<file path="src/sv/hle_pkg.sv">
package hle_pkg;

  // command codes carried in in_tuser
  localparam logic [1:0] CMD_START = 2'd0;
  localparam logic [1:0] CMD_LOAD  = 2'd1;
  localparam logic [1:0] CMD_ADD   = 2'd2;
  localparam logic [1:0] CMD_READ  = 2'd3;

  // depth of the queue between front and back
  localparam int QDEPTH = 4;
  localparam int QAW    = 2;

  // decoded item as it travels from front to back
  typedef struct packed {
    logic [1:0] cmd;
    logic [9:0] idx;
    logic       in_range;
    logic [3:0] la;
    logic [3:0] ra;
    logic [3:0] count;
  } op_t;

  // one word of the label memory; marks are used only while renumbering
  typedef struct packed {
    logic        mark_l;
    logic        mark_r;
    logic [31:0] left;
    logic [31:0] right;
  } lbl_word_t;

endpackage

</file>
<file path="src/sv/hle_queue.sv">
module hle_queue (
  input  logic         clk,
  input  logic         rst_n,
  input  logic         push,
  input  hle_pkg::op_t push_op,
  output logic         full,
  input  logic         pop,
  output logic         valid,
  output hle_pkg::op_t pop_op
);
  import hle_pkg::*;

  op_t            ent_r [QDEPTH];
  logic [QAW-1:0] wp_r, wp_nxt, rp_r, rp_nxt;
  logic [QAW:0]   cnt_r, cnt_nxt;

  assign full   = (cnt_r == (QAW+1)'(QDEPTH));
  assign valid  = (cnt_r != '0);
  assign pop_op = ent_r[rp_r];

  // pointer and fill update
  always_comb begin
    wp_nxt  = push ? wp_r + 1'b1 : wp_r;
    rp_nxt  = pop ? rp_r + 1'b1 : rp_r;
    cnt_nxt = cnt_r + (QAW+1)'(push) - (QAW+1)'(pop);
  end

  always_ff @(posedge clk) begin
    if (!rst_n) begin
      wp_r  <= '0;
      rp_r  <= '0;
      cnt_r <= '0;
    end else begin
      wp_r  <= wp_nxt;
      rp_r  <= rp_nxt;
      cnt_r <= cnt_nxt;
    end
  end

  // storage
  always_ff @(posedge clk) begin
    if (push) ent_r[wp_r] <= push_op;
  end

  assert property (@(posedge clk) disable iff (!rst_n) push |-> !full)
    else $error("push into full queue");
  assert property (@(posedge clk) disable iff (!rst_n) pop |-> valid)
    else $error("pop from empty queue");
  assert property (@(posedge clk) disable iff (!rst_n)
    cnt_r <= (QAW+1)'(QDEPTH))
    else $error("queue fill beyond depth");

endmodule

</file>
<file path="config.mk">
export PLATFORM = sky130hd
export DESIGN_NAME = hle_queue
export DESIGN_NICKNAME = d
export VERILOG_FILES = /design/src/sv/hle_pkg.sv /design/src/sv/hle_queue.sv
export SDC_FILE = /design/constraint.sdc
export NUM_CORES = 1
export LEC_CHECK = 0
export BUFFER_PORTS_ARGS = -buffer_cell sky130_fd_sc_hd__buf_2
export CAP_MARGIN = 20
export CELL_PAD_IN_SITES_DETAIL_PLACEMENT = 1
export CELL_PAD_IN_SITES_GLOBAL_PLACEMENT = 1
export CORE_MARGIN = 2
export CORE_UTILIZATION = 53
export DETAILED_ROUTE_END_ITERATION = 16
export PLACE_DENSITY_LB_ADDON = 0.08
export SETUP_SLACK_MARGIN = 0.02
export SLEW_MARGIN = 20
export SYNTH_ARGS = -nofsm -noshare
export SYNTH_HDL_FRONTEND = slang
export SYNTH_SLANG_ARGS = --single-unit
export TNS_END_PERCENT = 1
</file>
<file path="constraint.sdc">
create_clock -name clk -period 5.3 [get_ports clk]
set_input_delay 0.53 -clock clk [delete_from_list [all_inputs] [get_ports clk]]
set_output_delay 0.53 -clock clk [all_outputs]
set_load 0.05 [all_outputs]
</file>
### Word level (Yosys, flattened, before mapping)

Memory sizes are Yosys's and may differ from the RTL's. A register that Yosys moved wholly into a read port is not among the register bits.
Index checks and enable logic that the tools add are counted.

| storage, ports and cells | value |
|---|---|
| word-level logic and storage cells | 14 |
| register bits after elaboration | 7 |
| RAM bits | 100 |
| memories kept | 1 |
| output and inout bits | 27 |
| input bits | 29 |

| operators by class | value |
|---|---|
| reduce and logical (&&, ||, !) cells | 1 |
| add/sub/neg operators | 4 |
| equal/unequal tests | 1 |
| mux-type cells | 4 |

Memory list:

| name | words | width | rd ports | clocked after Yosys merged registers in | write ports | RTL line | RTL |
|---|---|---|---|---|---|---|---|
| ent_r | 4 | 25 | 1 | 1 | 1 | hle_queue.sv:13 | `op_t ent_r [QDEPTH];` |

Operators by type and width:

| kind | number |
|---|---|
| $add 2x1->2 const B | 2 |
| $mux 2 | 2 |
| $add 3x1->3 | 1 |
| $eq 3x3->1 const B | 1 |
| $reduce_bool 3->1 | 1 |
| $sub 3x1->3 | 1 |
| $mux 1 | 2 |

### Depth between registers and ports, before layout

Gate-level depths: netlist of the first run.

| depth | value |
|---|---|
| depth after elaboration | 3 |
| depth in mapped cells | 7 |

### Worst setup path before layout of the first run

OpenSTA, ideal clock, no wires.

| timing path | value |
|---|---|
| path type | input -> register |
| start point | input pop |
| end point | register cnt_r[2] |
| setup time | 0.117 ns |
| cell stages on the path | 6 |
| arrival time | 1.734 ns |
| slack | 3.449 ns |
| path through | ha_1 > inv_1 > ha_1 > fa_1 > xor3_1 > nor2_1 |

| between the ends | value |
|---|---|
| longest elaborated chain between the ends | 1 |

Ends and longest elaborated chain:

| item | RTL line | RTL |
|---|---|---|
| start: declaration | hle_queue.sv:7 | `input logic pop,` |
| $sub 3x1->3 | hle_queue.sv:25 | `cnt_nxt = cnt_r + (QAW+1)'(push) - (QAW+1)'(pop);` |
| end signal: assignment | hle_queue.sv:36 | `cnt_r <= cnt_nxt;` |
| end: declaration | hle_queue.sv:15 | `logic [QAW:0] cnt_r, cnt_nxt;` |

No other way between the ends.
A chain may end at the register's enable or synchronous reset.

==> run summary, run 1 <==
• **number of fillers in the final layout** 678
• **actual slew at the worst max-slew pin** 0.867 ns
• **Via-to-Cell Ratio** 5.42
• **largest net degree at the start of global routing** 26
• **number of clock buffers inserted by TritonCTS** 9
• **total DRC errors in the routed layout** 0
• **static leakage** 0.00162 uW
• **maximum clock rate** 372 MHz
• **antenna violations before repair** 0
• **PnR Total Power** 1770 uW
• **worst reg2reg setup slack** 3.50 ns
• **gr usage total** 18.1%
• **cell type contributing the most total cell area after synthesis** sky130_fd_sc_hd__edfxtp_1
• **effective utilization at floorplan** 53.8%
• **top-count cell post-synth** sky130_fd_sc_hd__edfxtp_1
• **placement row count** 32
• **maximum buffer depth of the clock tree** 2
• **routed wire length per instance** 20.7 microns
• **Critical Path RT** 4.77 ns
• **power density normalized to cell area** 381 mW/mm^2
• **maximum net fanout on the critical path** 25
• **count of antenna-violating nets left after detailed routing** 0
• **number of input and output port buffers inserted** 55
• **number of enable flip-flop cells after synthesis** 100
• **clock period minus final worst setup slack** 2.69 ns
• **RD Place Congestion** 0.666
• **Worst Setup End Kind** output pin
• **Most used DFF post-synth** sky130_fd_sc_hd__edfxtp_1
• **asr flop ratio synth** 0%
• **max-slew violation total from the final report** 0
• **horizontal extent of the die** 91.9 microns
• **drt pass-1 iters** 4
• **sequential area share after synthesis** 77.7%
• **total inserted antenna cells** 0
• **setup repair after global routing missed its margin** no
• **total setup violations reported at the end of the flow** 0
• **first-iteration detailed-routing DRC count** 137
• **remaining global-route overflow** 0
• **clock edge transition at the registers on the reported setup and hold paths** 0.11 ns
• **status** completed
• **nature of the critical path startpoint** flip-flop
• **clock tree root driver cell** sky130_fd_sc_hd__clkbuf_8
• **CTS sink count** 109
• **fraction of the cycle the final worst path needs** 50.7%
• **source-to-sink clock delay at the later pin of the worst-skew pair** 0.35 ns
• **FF+latch count, synth** 109
• **worst min-delay path category** in -> reg
• **count of cell types in the netlist** 21
• **num ports** 56
• **synth cell count leaders** sky130_fd_sc_hd__edfxtp_1, sky130_fd_sc_hd__mux4_2, sky130_fd_sc_hd__dfxtp_1, sky130_fd_sc_hd__inv_1
• **worst setup path class** reg -> out
• **leading cell types by total area after synthesis** sky130_fd_sc_hd__edfxtp_1, sky130_fd_sc_hd__mux4_2, sky130_fd_sc_hd__dfxtp_1
• **TritonCTS clock tree** yes
• **max capacitance violation total** 0
• **wire length of the first global-routing pass** 11,200 microns
• **net count of the mapped netlist** 210
• **TNS Setup** 0 ns
• **routed wire length** 7150 microns
• **number of resized instances in the post-cts repair step** 0
• **post-CTS setup buffer count** 0
• **Area growth syn-to-layout** 13.6%
• **nets** 275
• **Max IR drop VDD** 0.202 mV
• **die area** 0.00845 sq mm
• **cell area after synthesis** 0.00410 sq mm
• **vias** 1,874
• **WP data arrival** 2.16 ns
• **Max Clock Skew** 0.0129 ns
• **CTS Hold Buffers Added** 0
• **gate count after technology mapping** 174
• **Yosys warning count** 0
• **H-Tree Depth** 3
• **Max-Slew Margin vs Limit** 42.2%
• **share of final-layout standard cells stronger than drive strength 1** 39.8%
• **final HPWL from detailed placement** 4740 microns
• **core area** 0.00761 sq mm
• **share of the synthesized area in the top cell type** 73.3%
• **y dimension of the die** 91.9 microns
• **vias in the first global route** 2,105
• **Avg Synthesized Cell Area** 23.5 sq um
• **final hold violation count** 0
-- placed cells by master, fill, tap and decap left out, drive strengths merged --
master  instances
a21oi           1
inv            10
and3            1
xnor2           2
xor3            1
a21bo           1
clkbuf         10
clkinv          3
mux4           25
buf            60
fa              1
and2            6
edfxtp        100
nor2            5
or3             1
mux2i           1
ha              6
dfxtp           9
nand3b          1
-- stage by stage --
step                      hold slack, ns  utilization, %  setup WS (ns)  area (sq um)  instances
after floorplan                    0.499               -           3.45          4100        174
after global placement             0.521            58.8           2.95          4470        330
after detailed placement           0.557            58.8           2.93          4470        330
after CTS                          0.366            61.2           2.52          4650        346
after global routing               0.371            61.2           2.42          4650        346
final                              0.382            61.2           2.61          4650        346
-- power breakdown --
part           internal, uW  switching (uW)  total, uW
registers               987            29.7       1020
logic                  99.6             194        294
clock network           181             282        463
-- metal layers --
metal	vias to the layer above	wire (microns)	global-route usage, %
li1	836	-	-
met1	992	2960	24.0
met2	39	3910	30.8
met3	7	224	3.12
met4	0	53	6.09
met5	-	0	0
-- kinds of logic after synthesis --
logic type | Yosys count | synth area share (%)
flops | 109 | 77.7
fa+ha+maj | 7 | 2.32
buf+inv | 13 | 2.26
xor+xnor | 3 | 1.01
compound gates | 2 | 0.367
simple gates | 14 | 1.86
mux | 26 | 14.5
-- layout make-up --
type	instances	area (sq um)	share of cell area [%]
clock buffers	10	128	2.74
clock inverters	6	55.1	1.18
inverters	7	26.3	0.565
multi-input cells	52	820	17.6
flip-flops and latches	109	3180	68.4
well taps	102	128	2.74
repair buffers	60	313	6.72
-- registers in the layout (all words and copies together) (netlist names), named ones only --
name / cells
cnt_r: 3
wp_r: 2
rp_r: 2
ent_r: 100
-- worst max-delay path, stage by stage (launching register included) --
cell	delay, ns
sky130_fd_sc_hd__dfxtp_2	0.90
sky130_fd_sc_hd__mux4_1	0.66
sky130_fd_sc_hd__buf_2	0.23
-- final timing paths --
check | from | end | cells after the start
worst max-delay path | flip-flop | pop_op[24] | 2
worst min-delay path | push_op[12] | ent_r[1][12]$_DFFE_PP_ | 1
worst max register to register | cnt_r[0]$_SDFF_PN0_ | cnt_r[2]$_SDFF_PN0_ | 7
worst min register to register | rp_r[0]$_SDFFE_PN0P_ | rp_r[0]$_SDFFE_PN0P_ | 2
Note: power is estimated with default switching activity, not from simulation.
==> run 2, diff against run 1 <==
Settings changed: ABC_AREA set to 1, CORE_UTILIZATION 53 to 46.
Clock period 5.3 ns to 2.5 ns, I/O delays scaled along.
==> run summary, run 2 <==
• **status** completed
• **largest net degree at the start of global routing** 51, +96%
• **number of clock buffers inserted by TritonCTS** 9, unchanged
• **TNS Setup** 0 ns, unchanged
• **H-Tree Depth** 3, unchanged
• **die area** 0.0104 sq mm, +23%
• **first-iteration detailed-routing DRC count** 74, -46%
• **post-route core utilization** 54.1%, -7.1 points
• **CTS Hold Buffers Added** 0, unchanged
• **number of resized instances in the post-cts repair step** 0, unchanged
• **nature of the critical path startpoint** flip-flop
• **Max-Slew Margin vs Limit** 69.8%, +28 points
• **leading cell types by total area after synthesis** sky130_fd_sc_hd__edfxtp_1, sky130_fd_sc_hd__inv_1, sky130_fd_sc_hd__nand2_1
• **flip-flop and latch area** 0.00319 sq mm, +0.12%
• **net count of the mapped netlist** 383, +82%
• **vias** 2,664, +42%
• **CTS sink count** 109, unchanged
• **clock tree root driver cell** sky130_fd_sc_hd__clkbuf_8
• **max capacitance violation total** 0, unchanged
• **worst min-delay path category** in -> reg
• **wire length of the first global-routing pass** 13,100 microns, +18%
• **setup repair after global routing missed its margin** no
• **Slowest Stage Delay on Critical Path** 0.65 ns, -0.25 ns
• **most common cell after layout, fill and taps aside** sky130_fd_sc_hd__edfxtp_1
• **sequential area share after synthesis** 72.1%, -5.6 points
• **routed wire length** 8060 microns, +13%
• **maximum clock rate** 486 MHz
• **combined area of the multi-input logic cells** 845 sq um, +3.1%
• **horizontal extent of the die** 102 microns, +11%
• **largest registers** ent_r: 100 flops, cnt_r: 3 flops
• **Avg Synthesized Cell Area** 12.7 sq um, -46%
• **gate count after technology mapping** 347, +99%
• **worst setup path class** reg -> out
• **drt pass-1 iters** 4, unchanged
• **routed wire length per instance** 14.9 microns, -28%
• **RD Place Congestion** 0.706, +6.0%
• **worst reg2reg setup slack** 0.95 ns, -2.55 ns
• **top-count cell post-synth** sky130_fd_sc_hd__edfxtp_1
• **y dimension of the die** 102 microns, +11%
• **total setup violations reported at the end of the flow** 0, unchanged
• **static leakage** 0.00202 uW, +25%
• **Max IR drop VDD** 0.348 mV, +73%
• **final HPWL from detailed placement** 5250 microns, +11%
• **Worst Setup End Kind** output pin
• **core area** 0.00928 sq mm, +22%
• **R2R depth** 8, +1
• **Yosys warning count** 0, unchanged
• **Max stage delay cell, worst path** sky130_fd_sc_hd__dfxtp_4
• **total inserted antenna cells** 0, unchanged
• **Max Clock Skew** 0.00889 ns, -0.00403 ns
• **count of antenna-violating nets left after detailed routing** 0, unchanged
• **actual slew at the worst max-slew pin** 0.454 ns, -0.414 ns
• **count of cell types in the netlist** 15, -29%
• **nets** 443, +61%
• **fraction of the cycle the final worst path needs** 82.3%
• **gr usage total** 16.9%, -1.2 points
• **beginning of the worst register-to-register path** cnt_r[0]$_SDFF_PN0_
• **register with the highest flop count** ent_r
• **Worst R2R End** cnt_r[2]$_SDFF_PN0_
• **Worst Hold Margin** 0.0874 ns, -0.295 ns
• **end of the critical path** pop_op[10]
• **Critical Path RT** 2.25 ns, -2.52 ns
• **source-to-sink clock delay at the later pin of the worst-skew pair** 0.36 ns, about the same
• **maximum net fanout on the critical path** 42, +68%
• **Via-to-Cell Ratio** 4.92, -9.1%
• **num ports** 56, unchanged
• **share of the synthesized area in the top cell type** 68.0%, -5.3 points
• **WP data arrival** 1.81 ns, -0.35 ns
• **cell area after synthesis** 0.00441 sq mm, +7.8%
• **remaining global-route overflow** 0, unchanged
• **FF+latch count, synth** 109, unchanged
• **final hold violation count** 0, unchanged
• **Area growth syn-to-layout** 13.7%, about the same
• **clock period minus final worst setup slack** 2.06 ns
• **number of enable flip-flop cells after synthesis** 100, unchanged
• **vias in the first global route** 2,734, +30%
• **cells along the critical path** buf_4 > o211ai_1 > nand2_1 > buf_2
• **power density normalized to cell area** 761 mW/mm^2, +100%
• **share of final-layout standard cells stronger than drive strength 1** 21.4%, -18 points
• **max-slew violation total from the final report** 0, unchanged
• **antenna violations before repair** 0, unchanged
• **placement row count** 35, +9.4%
• **number of input and output port buffers inserted** 55, unchanged
• **top library cells by usage in the layout, fill and taps aside** sky130_fd_sc_hd__edfxtp_1, sky130_fd_sc_hd__inv_1, sky130_fd_sc_hd__nand2_1
• **Most used DFF post-synth** sky130_fd_sc_hd__edfxtp_1
• **effective utilization at floorplan** 47.5%, -6.3 points
• **post-CTS setup buffer count** 0, unchanged
• **TritonCTS clock tree** yes
• **PnR Total Power** 3820 uW, +120%
• **maximum buffer depth of the clock tree** 2, unchanged
• **total DRC errors in the routed layout** 0, unchanged
• **clock edge transition at the registers on the reported setup and hold paths** 0.11 ns, about the same
• **synth cell count leaders** sky130_fd_sc_hd__edfxtp_1, sky130_fd_sc_hd__inv_1, sky130_fd_sc_hd__nand2_1, sky130_fd_sc_hd__a21oi_1
• **cell type contributing the most total cell area after synthesis** sky130_fd_sc_hd__edfxtp_1
• **number of fillers in the final layout** 982, +45%
• **asr flop ratio synth** 0%, unchanged
• **flip-flop count of the largest register, all copies and words added** 100, unchanged
[run 2: cell count changes after synthesis, moves of 8 or more]
cell	before	now
sky130_fd_sc_hd__nand2_1	0	60
sky130_fd_sc_hd__inv_1	7	65
sky130_fd_sc_hd__a21oi_1	1	26
sky130_fd_sc_hd__o211ai_1	0	25
sky130_fd_sc_hd__o21ai_1	0	25
sky130_fd_sc_hd__mux4_2	20	0
sky130_fd_sc_hd__buf_6	1	9
[run 2: cells by family (layout without fill, tap and decap cells)]
kind of cell | count (synthesis) | count (layout) | synth area share [%]
DFF | 109 | 109 | 72.1
AOI/OAI and AO/OA | 85 | 85 | 11.5
buffers and inverters | 82 | 147 | 8.73
and+or+nand+nor | 64 | 64 | 5.50
adders and majority gates | 7 | 7 | 2.15
[run 2: worst min-delay path by stage]
stage          depth (start not counted)                     end                 start
6_report                               1  ent_r[1][15]$_DFFE_PP_           push_op[15]
5_1_grt                                1  ent_r[1][13]$_DFFE_PP_           push_op[13]
4_1_cts                                1  ent_r[1][15]$_DFFE_PP_           push_op[15]
3_5_place_dp                           2               flip-flop  rp_r[1]$_SDFFE_PN0P_
3_3_place_gp                           2               flip-flop  rp_r[1]$_SDFFE_PN0P_
2_1_floorplan                          1               flip-flop                   pop
[run 2: stage by stage]
step	cell area (sq um)	cells	setup WS, ns
after floorplan	4410	347	1.03
final	5020	541	0.442
after CTS	5020	541	0.407
after global placement	4820	525	0.871
after detailed placement	4820	525	0.822
after global routing	5020	541	0.286
[run 2: area by class of cell]
cell class                 count  share of cell area [%]
sequential                   109                    63.5
timing repair buffer          66                    7.63
tap                          129                    3.22
multi-input combinational    156                    16.8
clock buffer                  10                    2.54
inverter                      65                    4.86
clock inverter                 6                    1.40
[run 2: critical path, delay by kind of cell (launching register included)]
kind,cells,cell delay (ns)
buf+inv,2,0.55
compound gates,1,0.14
flops,1,0.65
simple gates,1,0.10
[run 2: metal layers]
metal,track usage (%),wire length (microns),up-vias
met2,28.0,4040,44
li1,-,-,1308
met3,2.87,199,13
met1,21.8,3650,1299
met4,8.10,164,0
met5,0,0,-
[run 2: report_power, final]
group          leakage, uW  total [uW]  switching, uW  internal (uW)
registers         0.000994        2120           41.8           2080
clock network     0.000101        1070            598            474
logic             0.000928         627            467            160
==> run 3, diff against run 2 <==
Settings changed: CORE_UTILIZATION 46 to 42.
Clock period 2.5 ns to 1.85 ns, I/O delays scaled along.
==> run summary, run 3 (synthesized netlist as in run 2, its figures left out) <==
• **largest net degree at the start of global routing** 31, -39%
• **worst min-delay path category** in -> reg
• **routed wire length** 8200 microns, +1.8%
• **total setup violations reported at the end of the flow** 0, unchanged
• **Max stage delay cell, worst path** sky130_fd_sc_hd__dfxtp_4
• **H-Tree Depth** 3, unchanged
• **first-iteration detailed-routing DRC count** 77, +4.1%
• **wire length of the first global-routing pass** 13,400 microns, +2.3%
• **Worst Hold Margin** 0.0297 ns, -0.0577 ns
• **maximum clock rate** 573 MHz
• **nature of the critical path startpoint** flip-flop
• **worst reg2reg setup slack** 0.31 ns, -0.64 ns
• **Max Clock Skew** 0.0160 ns, +0.00713 ns
• **vias in the first global route** 2,775, +1.5%
• **gr usage total** 15.5%, -1.4 points
• **status** completed
• **max capacitance violation total** 0, unchanged
• **WP data arrival** 1.56 ns, -0.25 ns
• **Worst Setup End Kind** output pin
• **max-slew violation total from the final report** 0, unchanged
• **effective utilization at floorplan** 42.9%, -4.6 points
• **PnR Total Power** 5050 uW, +32%
• **Slowest Stage Delay on Critical Path** 0.51 ns, -0.14 ns
• **TNS Setup** 0 ns, unchanged
• **share of final-layout standard cells stronger than drive strength 1** 21.9%, +0.52 points
• **register with the highest flop count** ent_r
• **actual slew at the worst max-slew pin** 0.252 ns, -0.202 ns
• **die area** 0.0113 sq mm, +9.1%
• **CTS sink count** 109, unchanged
• **Via-to-Cell Ratio** 4.77, -3.1%
• **flip-flop count of the largest register, all copies and words added** 100, unchanged
• **core area** 0.0103 sq mm, +11%
• **largest registers** ent_r: 100 flops, cnt_r: 3 flops
• **num ports** 56, unchanged
• **final HPWL from detailed placement** 5160 microns, -1.7%
• **Worst Hold Path Cells** 1, unchanged
• **placement row count** 37, +5.7%
• **drt pass-1 iters** 4, unchanged
• **top library cells by usage in the layout, fill and taps aside** sky130_fd_sc_hd__edfxtp_1, sky130_fd_sc_hd__inv_1, sky130_fd_sc_hd__nand2_1
• **horizontal extent of the die** 107 microns, +4.5%
• **maximum buffer depth of the clock tree** 2, unchanged
• **number of input and output port buffers inserted** 55, unchanged
• **worst min-delay path startpoint** push_op[9]
• **most crowded layer after global routing** met2
• **Area growth syn-to-layout** 16.2%
• **beginning of the worst register-to-register path** cnt_r[0]$_SDFF_PN0_
• **final hold violation count** 0, unchanged
• **Max IR drop VDD** 0.409 mV, +17%
• **antenna violations before repair** 0, unchanged
• **most common cell after layout, fill and taps aside** sky130_fd_sc_hd__edfxtp_1
• **clock edge transition at the registers on the reported setup and hold paths** 0.10 ns, about the same
• **nets** 447, +0.90%
• **Critical Path RT** 1.66 ns, -0.59 ns
• **clock period minus final worst setup slack** 1.75 ns
• **source-to-sink clock delay at the later pin of the worst-skew pair** 0.36 ns, about the same
• **Setup Slack @ Placement** 0.320 ns, -0.502 ns
• **R2R depth** 7, -1
• **GRT met1 Usage** 20.1%, -1.7 points
• **routed wire length per instance** 14.9 microns, -0.23%
• **vias** 2,634, -1.1%
• **TritonCTS clock tree** yes
• **cells along the critical path** buf_12 > a21oi_1 > o21ai_1 > nand2_1 > clkbuf_4
• **static leakage** 0.00205 uW, +1.3%
• **power density normalized to cell area** 984 mW/mm^2, +29%
• **Max-Slew Margin vs Limit** 83.2%, +13 points
• **least setup slack across all paths after layout** 0.104 ns, -0.338 ns
• **setup repair after global routing missed its margin** yes
• **total inserted antenna cells** 0, unchanged
• **maximum net fanout on the critical path** 24, -43%
• **number of clock buffers inserted by TritonCTS** 9, unchanged
• **destination of the worst hold path** ent_r[2][9]$_DFFE_PP_
• **Worst R2R End** cnt_r[2]$_SDFF_PN0_
• **clock tree root driver cell** sky130_fd_sc_hd__clkbuf_8
• **y dimension of the die** 107 microns, +4.5%
• **count of antenna-violating nets left after detailed routing** 0, unchanged
• **global-route met2 utilization** 26.1%, -1.9 points
• **worst setup path class** reg -> out
• **fraction of the cycle the final worst path needs** 94.4%
• **remaining global-route overflow** 0, unchanged
• **met3 capacity usage during global routing** 2.88%, +0.0089 points
• **RD Place Congestion** 0.686, -2.8%
• **CTS Hold Buffers Added** 0, unchanged
• **total DRC errors in the routed layout** 0, unchanged
-- run 3: repair_timing --
item	in CTS	in global routing
endpoints found under the setup margin	18	15
hold endpoints to repair	0	0
setup buffers	1	3
resized for setup	0	1
-- run 3: layout make-up --
type,instances,area [sq um]
clock buffers,10,128
clock inverters,6,45.0
fillers,1084,5150
inverters,65,244
multi-input cells,156,845
flip-flops and latches,109,3190
well taps,136,170
repair buffers,70,510
-- run 3: worst max-delay path by stage --
stage / start / end / depth (start not counted)
after CTS: flip-flop / pop_op[6] / 4
final: flip-flop / pop_op[6] / 5
after global placement: cnt_r[0]$_SDFF_PN0_ / cnt_r[2]$_SDFF_PN0_ / 7
after global routing: flip-flop / pop_op[6] / 5
after detailed placement: cnt_r[0]$_SDFF_PN0_ / cnt_r[2]$_SDFF_PN0_ / 7
after floorplan: wp_r[0]$_SDFFE_PN0P_ / ent_r[2][0]$_DFFE_PP_ / 4
-- run 3: where the power goes --
| group | switching, uW | internal [uW] |
|---|---|---|
| registers | 45.0 | 2810 |
| clock network | 789 | 499 |
| logic | 652 | 254 |
| total | 1490 | 3560 |
-- run 3: layer usage --
layer / share of wire, % / routed length [microns] / up-vias
met1: 46 / 3770 / 1280
met5: 0 / 0 / -
li1: - / - / 1310
met4: 1.2 / 100 / 0
met3: 3.4 / 281 / 8
met2: 49 / 4050 / 36
-- run 3: through the flow --
stage / instance area (sq um) / util, % / cells
final: 5130 / 49.9 / 552
after floorplan: 4410 / - / 347
after global placement: 4900 / 47.7 / 532
after detailed placement: 4900 / 47.7 / 532
after global routing: 5130 / 49.9 / 552
after CTS: 5090 / 49.5 / 549
-- run 3: worst max-delay path, delay by kind of cell (launching register included) --
kind	cells	cell delay, ns
buf+inv	2	0.42
compound gates	2	0.16
simple gates	1	0.09
flops	1	0.51
